File: config.mk
export PLATFORM = sky130hd
export DESIGN_NAME = first_fit_heap_allocator
export DESIGN_NICKNAME = d
export VERILOG_FILES = /design/src/rtl/core/ffha_pkg.sv /design/src/rtl/core/first_fit_heap_allocator.sv /design/src/rtl/core/ffha_table.sv
export VERILOG_INCLUDE_DIRS = /design/src /design/src/rtl/core
export SDC_FILE = /design/constraint.sdc
export NUM_CORES = 2
export LEC_CHECK = 0
export ABC_AREA = 1
export ABC_CLOCK_PERIOD_IN_PS = 11700
export BUFFER_PORTS_ARGS = -buffer_cell sky130_fd_sc_hd__buf_4
export CORE_AREA = 2 2 473 662
export CTS_CLUSTER_DIAMETER = 100
export CTS_CLUSTER_SIZE = 40
export DETAILED_ROUTE_END_ITERATION = 7
export DIE_AREA = 0 0 475 664
export SYNTH_ARGS = -nofsm -noshare
export SYNTH_HDL_FRONTEND = slang
export SYNTH_SLANG_ARGS = --single-unit
File: constraint.sdc
create_clock -name i_clk -period 11.7 [get_ports i_clk]
set_input_delay 0.585 -clock i_clk [delete_from_list [all_inputs] [get_ports i_clk]]
set_output_delay 0.585 -clock i_clk [all_outputs]
set_load 0.1 [all_outputs]
File: src/rtl/core/first_fit_heap_allocator_macros.svh
// Assertion macros for the first-fit heap allocator.
`ifndef FIRST_FIT_HEAP_ALLOCATOR_MACROS_SVH
`define FIRST_FIT_HEAP_ALLOCATOR_MACROS_SVH
`ifndef ASSERT_OFF
// Checked property, disabled while reset is low.
`define FFHA_ASSERT(lbl, clk, rst_n, prop, msg) \
    lbl: assert property (@(posedge clk) disable iff (!rst_n) prop) else $error(msg);
// Checked property, also during reset.
`define FFHA_ASSERT_ALWAYS(lbl, clk, prop, msg) \
    lbl: assert property (@(posedge clk) prop) else $error(msg);
`else
`define FFHA_ASSERT(lbl, clk, rst_n, prop, msg)
`define FFHA_ASSERT_ALWAYS(lbl, clk, prop, msg)
`endif
`endif

File: src/rtl/core/ffha_pkg.sv
// Shared types and constants of the first-fit heap allocator.
package ffha_pkg;
    localparam int HEAP_BYTES_DEF   = 67108864;
    localparam int HEADER_BYTES_DEF = 12;
    localparam int MAX_BLOCKS_DEF   = 64;
    localparam int MIN_SPLIT_DATA   = 4;
    localparam logic [31:0] HEAP_BASE_RESET = 32'h0100_0000;

    localparam logic FUNC_ALLOC = 1'b0;
    localparam logic FUNC_FREE  = 1'b1;

    typedef enum logic [2:0] {
        ST_OK   = 3'd0,
        ST_ZERO = 3'd1,
        ST_OOM  = 3'd2,
        ST_FULL = 3'd3,
        ST_NULL = 3'd4,
        ST_BAD  = 3'd5
    } t_status;

    typedef struct packed {
        logic        func;
        logic [25:0] request_size;
        logic [31:0] release_address;
    } t_req;

    typedef struct packed {
        t_status     status;
        logic [31:0] data_address;
        logic [25:0] used_total;
        logic [25:0] live_bytes;
        logic [25:0] spare_bytes;
        logic [6:0]  live_count;
        logic [6:0]  spare_count;
    } t_rsp;
endpackage

File: src/rtl/core/first_fit_heap_allocator.sv
// Top level of the first-fit heap allocator: scan sequencer and statistics.
//
//  channel   direction  handshake                    payload
//  request   in         i_in_valid / o_in_ready      i_in  (t_req)
//  result    out        o_out_valid / i_out_ready    o_out (t_rsp)
//  config    in         i_cfg_we (no wait)           i_cfg_wdata (heap_base)
//
// One transaction at a time. Zero-size and null requests skip the table.
// Others scan the table one entry per cycle through its registered read
// port; a split adds two table writes, after the entries behind the hit
// have each moved one slot up. The scan stops at the hit or at the last
// entry. The table, with one read and one write port, sets the pace.
// Synchronous active-low reset clears counters and stats; the table needs
// no clearing since only entries below the count are read.
// A finished result waits in the output register; a new request may be
// taken meanwhile and its result waits until that register frees up.
`include "first_fit_heap_allocator_macros.svh"
module first_fit_heap_allocator
    import ffha_pkg::*;
#(
    parameter int HEAP_BYTES   = HEAP_BYTES_DEF,
    parameter int HEADER_BYTES = HEADER_BYTES_DEF,
    parameter int MAX_BLOCKS   = MAX_BLOCKS_DEF
) (
    input  logic        i_clk,
    input  logic        i_rst_n,
    input  logic        i_in_valid,
    output logic        o_in_ready,
    input  t_req        i_in,
    output logic        o_out_valid,
    input  logic        i_out_ready,
    output t_rsp        o_out,
    input  logic        i_cfg_we,
    input  logic [31:0] i_cfg_wdata
);
    // Size arithmetic wide enough for heap offsets and request + header sums.
    localparam int HB_W = $clog2(HEAP_BYTES + 1);
    localparam int SW   = (HB_W > 27 ? HB_W : 27) + 1;
    localparam int IW   = $clog2(MAX_BLOCKS);
    localparam int CW   = $clog2(MAX_BLOCKS + 1);

    typedef enum logic [2:0] {
        S_IDLE, S_SCAN, S_SHIFT, S_WR_NEW, S_WR_HIT, S_MISS, S_EMIT
    } t_state;

    t_state          r_state;
    logic [31:0]     r_base;
    logic            r_func;
    logic [25:0]     r_n;
    logic [31:0]     r_a;
    logic [SW-1:0]   r_total;
    logic [CW-1:0]   r_count;
    logic [SW-1:0]   r_used;
    logic [SW-1:0]   r_abytes;
    logic [SW-1:0]   r_fbytes;
    logic [CW-1:0]   r_acnt;
    logic [CW-1:0]   r_fcnt;
    logic [CW-1:0]   r_idx;      // entry whose data is on the read port
    logic [SW-1:0]   r_off;      // byte offset of that entry
    logic [CW-1:0]   r_hit_idx;
    logic [SW-1:0]   r_hit_size;
    logic [CW-1:0]   r_sh;       // next entry to read during the shift
    logic [CW-1:0]   r_shp;      // entry whose data is on the read port
    logic            r_sh_v;
    logic            r_more;
    t_status         r_st;
    logic [31:0]     r_addr;
    logic            r_out_v;
    t_rsp            r_out;

    // table word: {size, free mark}
    logic [SW:0]     mem_q;
    logic [SW-1:0]   q_size;
    logic            q_free;
    logic            mem_we;
    logic [IW-1:0]   mem_wa;
    logic [SW:0]     mem_wd;
    logic [IW-1:0]   mem_ra;

    logic [CW-1:0]   idx_nx;
    logic [CW-1:0]   hit_nx;
    logic [CW-1:0]   shp_nx;
    logic [31:0]     addr_calc;
    logic [SW-1:0]   q_data;
    logic            hit;
    logic            can_split;
    logic            last;
    logic            no_room;

    ffha_table #(
        .DEPTH (MAX_BLOCKS),
        .WIDTH (SW + 1)
    ) u_table (
        .i_clk   (i_clk),
        .i_we    (mem_we),
        .i_waddr (mem_wa),
        .i_wdata (mem_wd),
        .i_raddr (mem_ra),
        .o_rdata (mem_q)
    );

    assign q_size    = mem_q[SW:1];
    assign q_free    = mem_q[0];
    assign q_data    = q_size - SW'(HEADER_BYTES);
    assign idx_nx    = r_idx + CW'(1);
    assign hit_nx    = r_hit_idx + CW'(1);
    assign shp_nx    = r_shp + CW'(1);
    assign last      = (idx_nx == r_count);
    assign addr_calc = r_base + 32'(r_off) + 32'(HEADER_BYTES);
    assign hit       = (r_func == FUNC_FREE) ? (!q_free && addr_calc == r_a)
                                             : (q_free && q_size >= r_total);
    assign can_split = (q_size >= r_total + SW'(HEADER_BYTES + MIN_SPLIT_DATA))
                       && (r_count < CW'(MAX_BLOCKS));
    assign no_room   = (r_used + r_total >= SW'(HEAP_BYTES));

    // Table port steering.
    always_comb begin
        mem_ra = '0;
        mem_we = 1'b0;
        mem_wa = '0;
        mem_wd = '0;
        unique case (r_state)
            S_SCAN: begin
                mem_ra = idx_nx[IW-1:0];
                // whole-block alloc or free rewrites the entry in place
                mem_we = hit && !(r_func == FUNC_ALLOC && can_split);
                mem_wa = r_idx[IW-1:0];
                mem_wd = {q_size, r_func == FUNC_FREE};
            end
            S_SHIFT: begin
                mem_ra = r_sh[IW-1:0];
                mem_we = r_sh_v;
                mem_wa = shp_nx[IW-1:0];
                mem_wd = mem_q;
            end
            S_WR_NEW: begin
                mem_we = 1'b1;
                mem_wa = hit_nx[IW-1:0];
                mem_wd = {r_hit_size - r_total, 1'b1};
            end
            S_WR_HIT: begin
                mem_we = 1'b1;
                mem_wa = r_hit_idx[IW-1:0];
                mem_wd = {r_total, 1'b0};
            end
            S_MISS: begin
                mem_we = (r_func == FUNC_ALLOC) && !no_room
                         && (r_count < CW'(MAX_BLOCKS));
                mem_wa = r_count[IW-1:0];
                mem_wd = {r_total, 1'b0};
            end
            default: begin
                mem_ra = '0;
            end
        endcase
    end

    always_ff @(posedge i_clk) begin
        if (!i_rst_n) begin
            r_state  <= S_IDLE;
            r_base   <= HEAP_BASE_RESET;
            r_count  <= '0;
            r_used   <= '0;
            r_abytes <= '0;
            r_fbytes <= '0;
            r_acnt   <= '0;
            r_fcnt   <= '0;
            r_out_v  <= 1'b0;
            r_sh_v   <= 1'b0;
            r_more   <= 1'b0;
        end else begin
            if (i_cfg_we) begin
                r_base <= i_cfg_wdata;
            end
            // in S_EMIT the output register is handled below
            if (r_out_v && i_out_ready && r_state != S_EMIT) begin
                r_out_v <= 1'b0;
            end
            unique case (r_state)
                S_IDLE: begin
                    if (i_in_valid) begin
                        r_func  <= i_in.func;
                        r_n     <= i_in.request_size;
                        r_a     <= i_in.release_address;
                        r_total <= SW'(i_in.request_size) + SW'(HEADER_BYTES);
                        r_addr  <= '0;
                        r_idx   <= '0;
                        r_off   <= '0;
                        if (i_in.func == FUNC_ALLOC && i_in.request_size == '0) begin
                            r_st    <= ST_ZERO;
                            r_state <= S_EMIT;
                        end else if (i_in.func == FUNC_FREE
                                     && i_in.release_address == '0) begin
                            r_st    <= ST_NULL;
                            r_state <= S_EMIT;
                        end else if (r_count == '0) begin
                            r_st    <= ST_OK;
                            r_state <= S_MISS;
                        end else begin
                            r_st    <= ST_OK;
                            r_state <= S_SCAN;
                        end
                    end
                end
                S_SCAN: begin
                    if (hit) begin
                        if (r_func == FUNC_FREE) begin
                            r_acnt   <= r_acnt - CW'(1);
                            r_fcnt   <= r_fcnt + CW'(1);
                            r_abytes <= r_abytes - q_data;
                            r_fbytes <= r_fbytes + q_data;
                            r_state  <= S_EMIT;
                        end else begin
                            r_addr <= addr_calc;
                            r_acnt <= r_acnt + CW'(1);
                            if (can_split) begin
                                // free count unchanged: the remainder stays free
                                r_hit_idx  <= r_idx;
                                r_hit_size <= q_size;
                                r_abytes   <= r_abytes + SW'(r_n);
                                r_fbytes   <= r_fbytes - r_total;
                                if (idx_nx < r_count) begin
                                    r_sh    <= r_count - CW'(1);
                                    r_more  <= 1'b1;
                                    r_sh_v  <= 1'b0;
                                    r_state <= S_SHIFT;
                                end else begin
                                    r_state <= S_WR_NEW;
                                end
                            end else begin
                                r_fcnt   <= r_fcnt - CW'(1);
                                r_abytes <= r_abytes + q_data;
                                r_fbytes <= r_fbytes - q_data;
                                r_state  <= S_EMIT;
                            end
                        end
                    end else if (last) begin
                        r_state <= S_MISS;
                    end else begin
                        r_idx <= idx_nx;
                        r_off <= r_off + q_size;
                    end
                end
                S_SHIFT: begin
                    // read entry r_sh while the previous one lands one slot up
                    if (r_more) begin
                        r_shp  <= r_sh;
                        r_sh_v <= 1'b1;
                        if (r_sh == hit_nx) begin
                            r_more <= 1'b0;
                        end else begin
                            r_sh <= r_sh - CW'(1);
                        end
                    end else begin
                        r_sh_v  <= 1'b0;
                        r_state <= S_WR_NEW;
                    end
                end
                S_WR_NEW: begin
                    r_state <= S_WR_HIT;
                end
                S_WR_HIT: begin
                    r_count <= r_count + CW'(1);
                    r_state <= S_EMIT;
                end
                S_MISS: begin
                    if (r_func == FUNC_FREE) begin
                        r_st <= ST_BAD;
                    end else if (no_room) begin
                        r_st <= ST_OOM;
                    end else if (r_count >= CW'(MAX_BLOCKS)) begin
                        r_st <= ST_FULL;
                    end else begin
                        r_addr   <= r_base + 32'(r_used) + 32'(HEADER_BYTES);
                        r_used   <= r_used + r_total;
                        r_count  <= r_count + CW'(1);
                        r_acnt   <= r_acnt + CW'(1);
                        r_abytes <= r_abytes + SW'(r_n);
                    end
                    r_state <= S_EMIT;
                end
                S_EMIT: begin
                    if (!r_out_v || i_out_ready) begin
                        r_out_v             <= 1'b1;
                        r_out.status        <= r_st;
                        r_out.data_address  <= r_addr;
                        r_out.used_total    <= 26'(r_used);
                        r_out.live_bytes    <= 26'(r_abytes);
                        r_out.spare_bytes   <= 26'(r_fbytes);
                        r_out.live_count    <= 7'(r_acnt);
                        r_out.spare_count   <= 7'(r_fcnt);
                        r_state             <= S_IDLE;
                    end
                end
                default: begin
                    r_state <= S_IDLE;
                end
            endcase
        end
    end

    assign o_in_ready  = (r_state == S_IDLE);
    assign o_out_valid = r_out_v;
    assign o_out       = r_out;

    `FFHA_ASSERT(a_count_max, i_clk, i_rst_n, r_count <= CW'(MAX_BLOCKS), "table count overflow")
    `FFHA_ASSERT(a_block_sum, i_clk, i_rst_n, (r_state == S_IDLE) |-> (r_acnt + r_fcnt == r_count), "block counts disagree with table")
    `FFHA_ASSERT(a_used_max, i_clk, i_rst_n, r_used < SW'(HEAP_BYTES), "used bytes reached heap size")
    `FFHA_ASSERT(a_shift_port, i_clk, i_rst_n, (r_state == S_SHIFT && mem_we) |-> (mem_wa != mem_ra), "shift write hits entry being read")
endmodule

File: src/rtl/core/ffha_table.sv
// Block table memory: one write port, one registered read port.
module ffha_table #(
    parameter int DEPTH = 64,
    parameter int WIDTH = 32
) (
    input  logic                     i_clk,
    input  logic                     i_we,
    input  logic [$clog2(DEPTH)-1:0] i_waddr,
    input  logic [WIDTH-1:0]         i_wdata,
    input  logic [$clog2(DEPTH)-1:0] i_raddr,
    output logic [WIDTH-1:0]         o_rdata
);
    logic [WIDTH-1:0] mem [DEPTH];
    logic [WIDTH-1:0] r_rdata;

    always_ff @(posedge i_clk) begin
        if (i_we) begin
            mem[i_waddr] <= i_wdata;
        end
        r_rdata <= mem[i_raddr];
    end

    assign o_rdata = r_rdata;
endmodule
# After elaboration in Yosys (flattened, before gate mapping)
# Memory sizes are Yosys's and may differ from the RTL's. A register that Yosys moved wholly into a read port is not among the register bits.
# Cells that the tools add are included.
totals:
  reg_bits: 475
  ram_bits: 1856
  inputBits: 96
  out_inout_bits: 129
  wordCells: 222
  mem_count: 1
op_classes:
  n_addsub: 26
  magnitude_cmp: 6
  n_eq_ne: 27
  mux: 85
  bitwise_logic: 4
  n_reduce_logical: 43
mem_list:
  columns: ["name", "words", "word_bits", "read_ports", "rd_clocked_by_memory_dff", "write_ports", "line", "source"]
  rows:
  - ["u_table.mem", 64, 29, 1, 1, 1, "ffha_table.sv:13", "logic [WIDTH-1:0] mem [DEPTH];"]
op_table:
  columns: ["cell", "count"]
  rows:
  - ["$mux 28", 11]
  - ["$mux 32", 6]
  - ["$mux 7", 19]
  - ["$pmux 29 s4", 1]
  - ["$add 28x28->28", 4]
  - ["$pmux 28 s2", 2]
  - ["$sub 28x28->28", 4]
  - ["$pmux 32 s3", 1]
  - ["$add 32x28->32", 2]
  - ["$add 32x4->32 const B", 2]
  - ["$ge 28x28->1", 2]
  - ["$pmux 7 s2", 4]
  - ["$mux 3", 16]
  - ["$add 7x1->7 const B", 5]
  - ["$eq 32x32->1", 1]
  - ["$logic_not 32->1", 1]
  - ["$ne 2x2->1 const B", 15]
  - ["$pmux 6 s5", 1]
  - ["$add 28x26->28", 1]
  - ["$add 28x5->28 const B", 1]
  - ["$ge 28x27->1 const B", 1]
  - ["$sub 28x4->28 const B", 1]
  - ["$sub 7x1->7 const B", 4]
  - ["$add 26x4->27 const B", 1]
  - ["other kinds (31)", 85]

# Longest topological paths before layout
logic_depth:
  depth_word: 9
  ltp_mapped: 53
  mapped_depth_nobuf: 52

# Modules after synthesis
# From an unflattened synthesis, not the netlist that was laid out.
unflattened:
  hier_cells: 10620
  hier_area_um2: 110300.8
by_module_without_submodules:
  columns: ["mod", "instances", "cells_each", "area_per_inst_um2", "seq_area_each_um2"]
  rows:
  - ["ffha_table", 1, 6316, 75637.5, 56314.0]
  - ["first_fit_heap_allocator", 1, 4304, 34663.2, 12662.1]

# Worst setup path before layout
# OpenSTA, ideal clock, no wires.
synth_timing:
  kind: "input -> register"
  start: "input i_rst_n"
  end: "register r_out, in the netlist o_out[0] (enable)"
  setup_ns: 0.769
  arrival_time_ns: 9.470
  t_required_ns: 10.931
  path_slack_ns: 1.462
  path_stages: 3
  path_buffers: 1
  cell_sequence: "inv_1 > clkbuf_1 > nor3_1"
synth_via:
  elab_chain_cells: 1
synth_lines:
  columns: ["item", "line", "source"]
  rows:
  - ["start, declared", "first_fit_heap_allocator.sv:26", "input logic i_rst_n,"]
  - ["$reduce_and 3->1 (no line)", null, null]
  - ["end, declared", "first_fit_heap_allocator.sv:69", "t_rsp r_out;"]
# No other way between the ends.
# A chain may end at the register's enable or synchronous reset.

# Worst setup path after layout
layout_timing:
  start: "register r_total[6]"
  end: "register r_fbytes[22]"
layout_via:
  elab_chain_cells: 5
  word_cells_on_any_way: 10
  cone_classes: "add/sub: 2; order compare: 2; mux: 3; reduce/logical: 3"
layout_lines:
  columns: ["item", "line", "source"]
  rows:
  - ["start, declared", "first_fit_heap_allocator.sv:51", "logic [SW-1:0] r_total;"]
  - ["start signal, assigned", "first_fit_heap_allocator.sv:185", "r_total <= SW'(i_in.request_size) + SW'(HEADER_BYTES);"]
  - ["$add 28x5->28", "first_fit_heap_allocator.sv:112", "assign can_split = (q_size >= r_total + SW'(HEADER_BYTES + MIN_SPLIT_DATA))"]
  - ["$ge 28x28->1", "first_fit_heap_allocator.sv:112", null]
  - ["$logic_and 1x1->1", "first_fit_heap_allocator.sv:113", "&& (r_count < CW'(MAX_BLOCKS));"]
  - ["$mux 28", "first_fit_heap_allocator.sv:216", "if (can_split) begin"]
  - ["$mux 28", "first_fit_heap_allocator.sv:207", "if (r_func == FUNC_FREE) begin"]
  - ["end signal, assigned", "first_fit_heap_allocator.sv:211", "r_fbytes <= r_fbytes + q_data;"]
  - ["end signal, assigned", "first_fit_heap_allocator.sv:221", "r_fbytes <= r_fbytes - r_total;"]
  - ["end signal, assigned", "first_fit_heap_allocator.sv:233", "r_fbytes <= r_fbytes - q_data;"]
  - ["end, declared", "first_fit_heap_allocator.sv:55", "logic [SW-1:0] r_fbytes;"]
# Parallel ways exist; a longest one is shown, timed or not.

==> flow_summary.yaml <==
place:
  dp_hpwl_um: 228700
  gp_congestion: 0.9301
  portBuffers: 224
cells_and_area:
  final_common_cell: "edfxtp_1"
  areaGrowthSynthToFinish_pct: 9.493
  seq_area_mm2: 0.06898
  fillers: 29700
  multi_input_area_mm2: 0.03526
  nets: 10160
  final_cell_mix: "edfxtp_1 (2,185), nor2_1 (1,357), o21ai_0 (1,288), nand2_1 (861), inv_1 (590)"
  drive_gt1_frac: 0.06417
logic_synthesis:
  yosysTopAreaCellShare: 0.6086
  yosys.area.top_type: "edfxtp_1"
  synth_fp_nets: 10140
  yosysWarningCount: 0
  syn_avg_cell_area_um2: 11.16
  synthArstFlopShare: 0
  synth_area_leaders: "edfxtp_1 (61%), o21ai_0 (6.0%), nor2_1 (4.8%), ha_1 (4.3%), dfxtp_1 (3.1%)"
  synth_cells: 9660
  ys_seq_area_frac: 0.6398
  synth_seq_cells: 2353
  synth_edf_count: 2185
  syn_area_mm2: 0.1078
  synthFlopType: "edfxtp_1"
  synth_cell_types: 70
critical_path:
  path_buf_inv: 5
  end_kind: "flip-flop"
  crit_fanout: 36
  slowest_delay_ns: 0.67
  critical-path-top-delay-family: "simple AND/OR/NAND/NOR gates"
  critPathRequiredTime_ns: 12.39
  critPathKind: "reg -> reg"
  crit_path_start_kind: "flip-flop"
  arrival_ns: 9.41
  crit_slowest_cell: "nand2_2"
cts:
  clkLatencyLatePin_ns: 0.81
  cts-resized-gates: 0
  clockBufferDepth: 3
  cts_tree: "yes"
  clockRootBuffer: "clkbuf_16"
  numCtsBuffers: 81
  htreeDepth: 3
  path_clk_slew_ns: 0.14
  cts_sinks: 2353
global_route:
  grt_max_degree: 202
  gr-total-overflow: 0
  grt_pass1_vias: 74080
  grtUsageTotal: 0.2140
  grt_pass1_wl_um: 501800
  antenna_found_initial: 4
power:
  p_int_mw: 15.46
  clkPwrFrac: 0.146
  seqPwrFrac: 0.407
  power.leakage_nw: 41.40
  vdd_drop_max_v: 0.0002106
  power_frac_comb: 0.446
  p_per_area_mw_per_mm2: 236.2
  p_total_mw: 27.89
  switching_share: 0.4456
  switching_power_mw: 12.42
drt:
  drc: 0
  firstDrtPassIters: 6
  via_per_inst: 5.534
  routedWlPerCell_um: 25.20
  ant_nets: 0
  routed_wl_um: 349600
  dr_total_vias: 76780
  drt_iter0_markers: 8280
sta:
  skew_ns: 0.08321
  fmax_mhz: 114.7
  timing.slew.headroom: 0.1936
  final.setup.tns_ns: 0
  hold_viol: 0
  worstMarginPinSlew_ns: 1.208
  rsz0062_at_grt: "false"
  period_needed_ns: 8.717
  fin_crit_sh: 0.7451
  setup_viol: 0
  slew_viol_final: 0
floorplan:
  die-area_mm2: 0.3154
  die_h_um: 664
  core_area_mm2: 0.3098
  std_cell_rows: 242
  initial_core_util: 0.3480
  die_x_um: 475
  ios: 225
run_status:
  outcome: "finished, final reports clean"
flow_run:
  cap_violations: 0
worst_hold_path:
  holdCritPathClass: "in -> reg"
-- routing by layer --
metal / vias up / routed length (um) / track usage
met1: 38140 / 135100 / 0.2593
met3: 562 / 19740 / 0.02264
met4: 0 / 22040 / 0.1167
met5: - / 0 / 0
met2: 2831 / 172700 / 0.3714
li1: 35250 / - / -
-- worst register-to-register path, delay by kind of cell, from the launching register on --
kind	cells	cell delay [ns]
and+or+nand+nor	29	5.10
buffers and inverters	5	0.48
DFF	1	0.48
xor gates and xnor gates	2	0.32
AOI/OAI and AO/OA	7	1.38
adders and majority gates	3	0.87
-- flip-flops by register name (all words and copies together) (netlist names), 25 cells and up --
| signal | cells |
|---|---|
| r_addr | 32 |
| r_base | 32 |
| o_out | 127 |
| r_fbytes | 26 |
| r_abytes | 26 |
| r_a | 32 |
| r_n | 26 |
| u_table.o_rdata | 29 |
| r_hit_size | 28 |
| r_total | 25 |
| r_used | 28 |
| r_off | 28 |
| u_table.mem | 1856 |
-- final cells by class --
cell class,count,area share
diodes,4,0.00008480
clock buffers,86,0.01760
clock inverters,35,0.005099
inverters,606,0.01944
multi-input cells,6201,0.2987
flip-flops and latches,2353,0.5844
well taps,4148,0.04397
repair buffers,443,0.03074
-- cells in the mapped netlist, types with 6 or more instances --
cell	count
a211oi_1	16
a21boi_0	8
a21o_1	19
a21oi_1	464
a221oi_1	11
a22oi_1	12
a31oi_1	21
buf_1	35
buf_2	50
clkbuf_1	409
dfxtp_1	168
edfxtp_1	2185
fa_1	10
ha_1	372
inv_1	595
inv_2	8
nand2_1	868
nand2_2	9
nand3_1	442
nand3b_1	13
nand4_1	59
nor2_1	1385
nor2_2	7
nor3_1	65
nor3b_1	6
nor4_1	32
o211ai_1	243
o21a_1	15
o21ai_0	1295
o21ai_1	14
o21bai_1	15
o221ai_1	259
o22ai_1	252
or2_2	22
xnor2_1	49
xor2_1	163
-- what timing repair did --
item	CTS	global route
buffers inserted	0	0
endpoints found under the hold margin	66	0
endpoints found under the setup margin	0	0
hold buffers	66	0
-- worst paths after layout --
| check | endpoint | startpoint | slack (ns) | cells past startpoint |
|---|---|---|---|---|
| worst max register to register | r_fbytes[22]$_SDFFE_PN0P_ | r_total[6]$_DFFE_PP_ | 2.98 | 46 |
| worst max-delay path | r_fbytes[22]$_SDFFE_PN0P_ | r_total[6]$_DFFE_PP_ | 2.98 | 46 |
| worst min-delay path | r_base[0]$_SDFFE_PN0P_ | i_cfg_wdata[0] | 0.07 | 3 |
| worst min register to register | o_out[98]$_DFFE_PP_ | r_addr[6]$_DFFE_PP_ | 0.41 | 0 |
-- stage by stage --
step | util | worst slack, ns | hold WS, ns | std cells | instance area, um^2
floorplan | - | 1.462 | 0.4003 | 9660 | 107800
global placement | 0.3702 | 2.801 | 0.4044 | 13690 | 114700
detailed placement | 0.3702 | 3.028 | 0.4045 | 13690 | 114700
CTS | 0.3810 | 3.003 | 0.0001794 | 13870 | 118000
global route | 0.3810 | 2.090 | 0.02215 | 13870 | 118000
finish | 0.3811 | 2.983 | 0.06709 | 13880 | 118000
-- cell families after synthesis --
logic type | count (synthesis) | synth area share
flops | 2353 | 0.6398
buf+inv | 1106 | 0.03945
simple gates | 2927 | 0.1123
xor+xnor | 214 | 0.01758
fa+ha+maj | 382 | 0.04503
compound gates | 2678 | 0.1458
-- power groups by stage --
| stage | clock network (mW) | logic (mW) | registers, mW |
|---|---|---|---|
| finish | 4.08 | 12.4 | 11.4 |
| global route | 4.42 | 13.5 | 11.4 |
| CTS | 4.17 | 12.4 | 11.4 |
| detailed placement | 0 | 12.3 | 11.6 |
| global placement | 0 | 12.1 | 11.5 |
| floorplan | 0 | 7.30 | 11.5 |
Note: power is estimated with default switching activity, not from simulation.
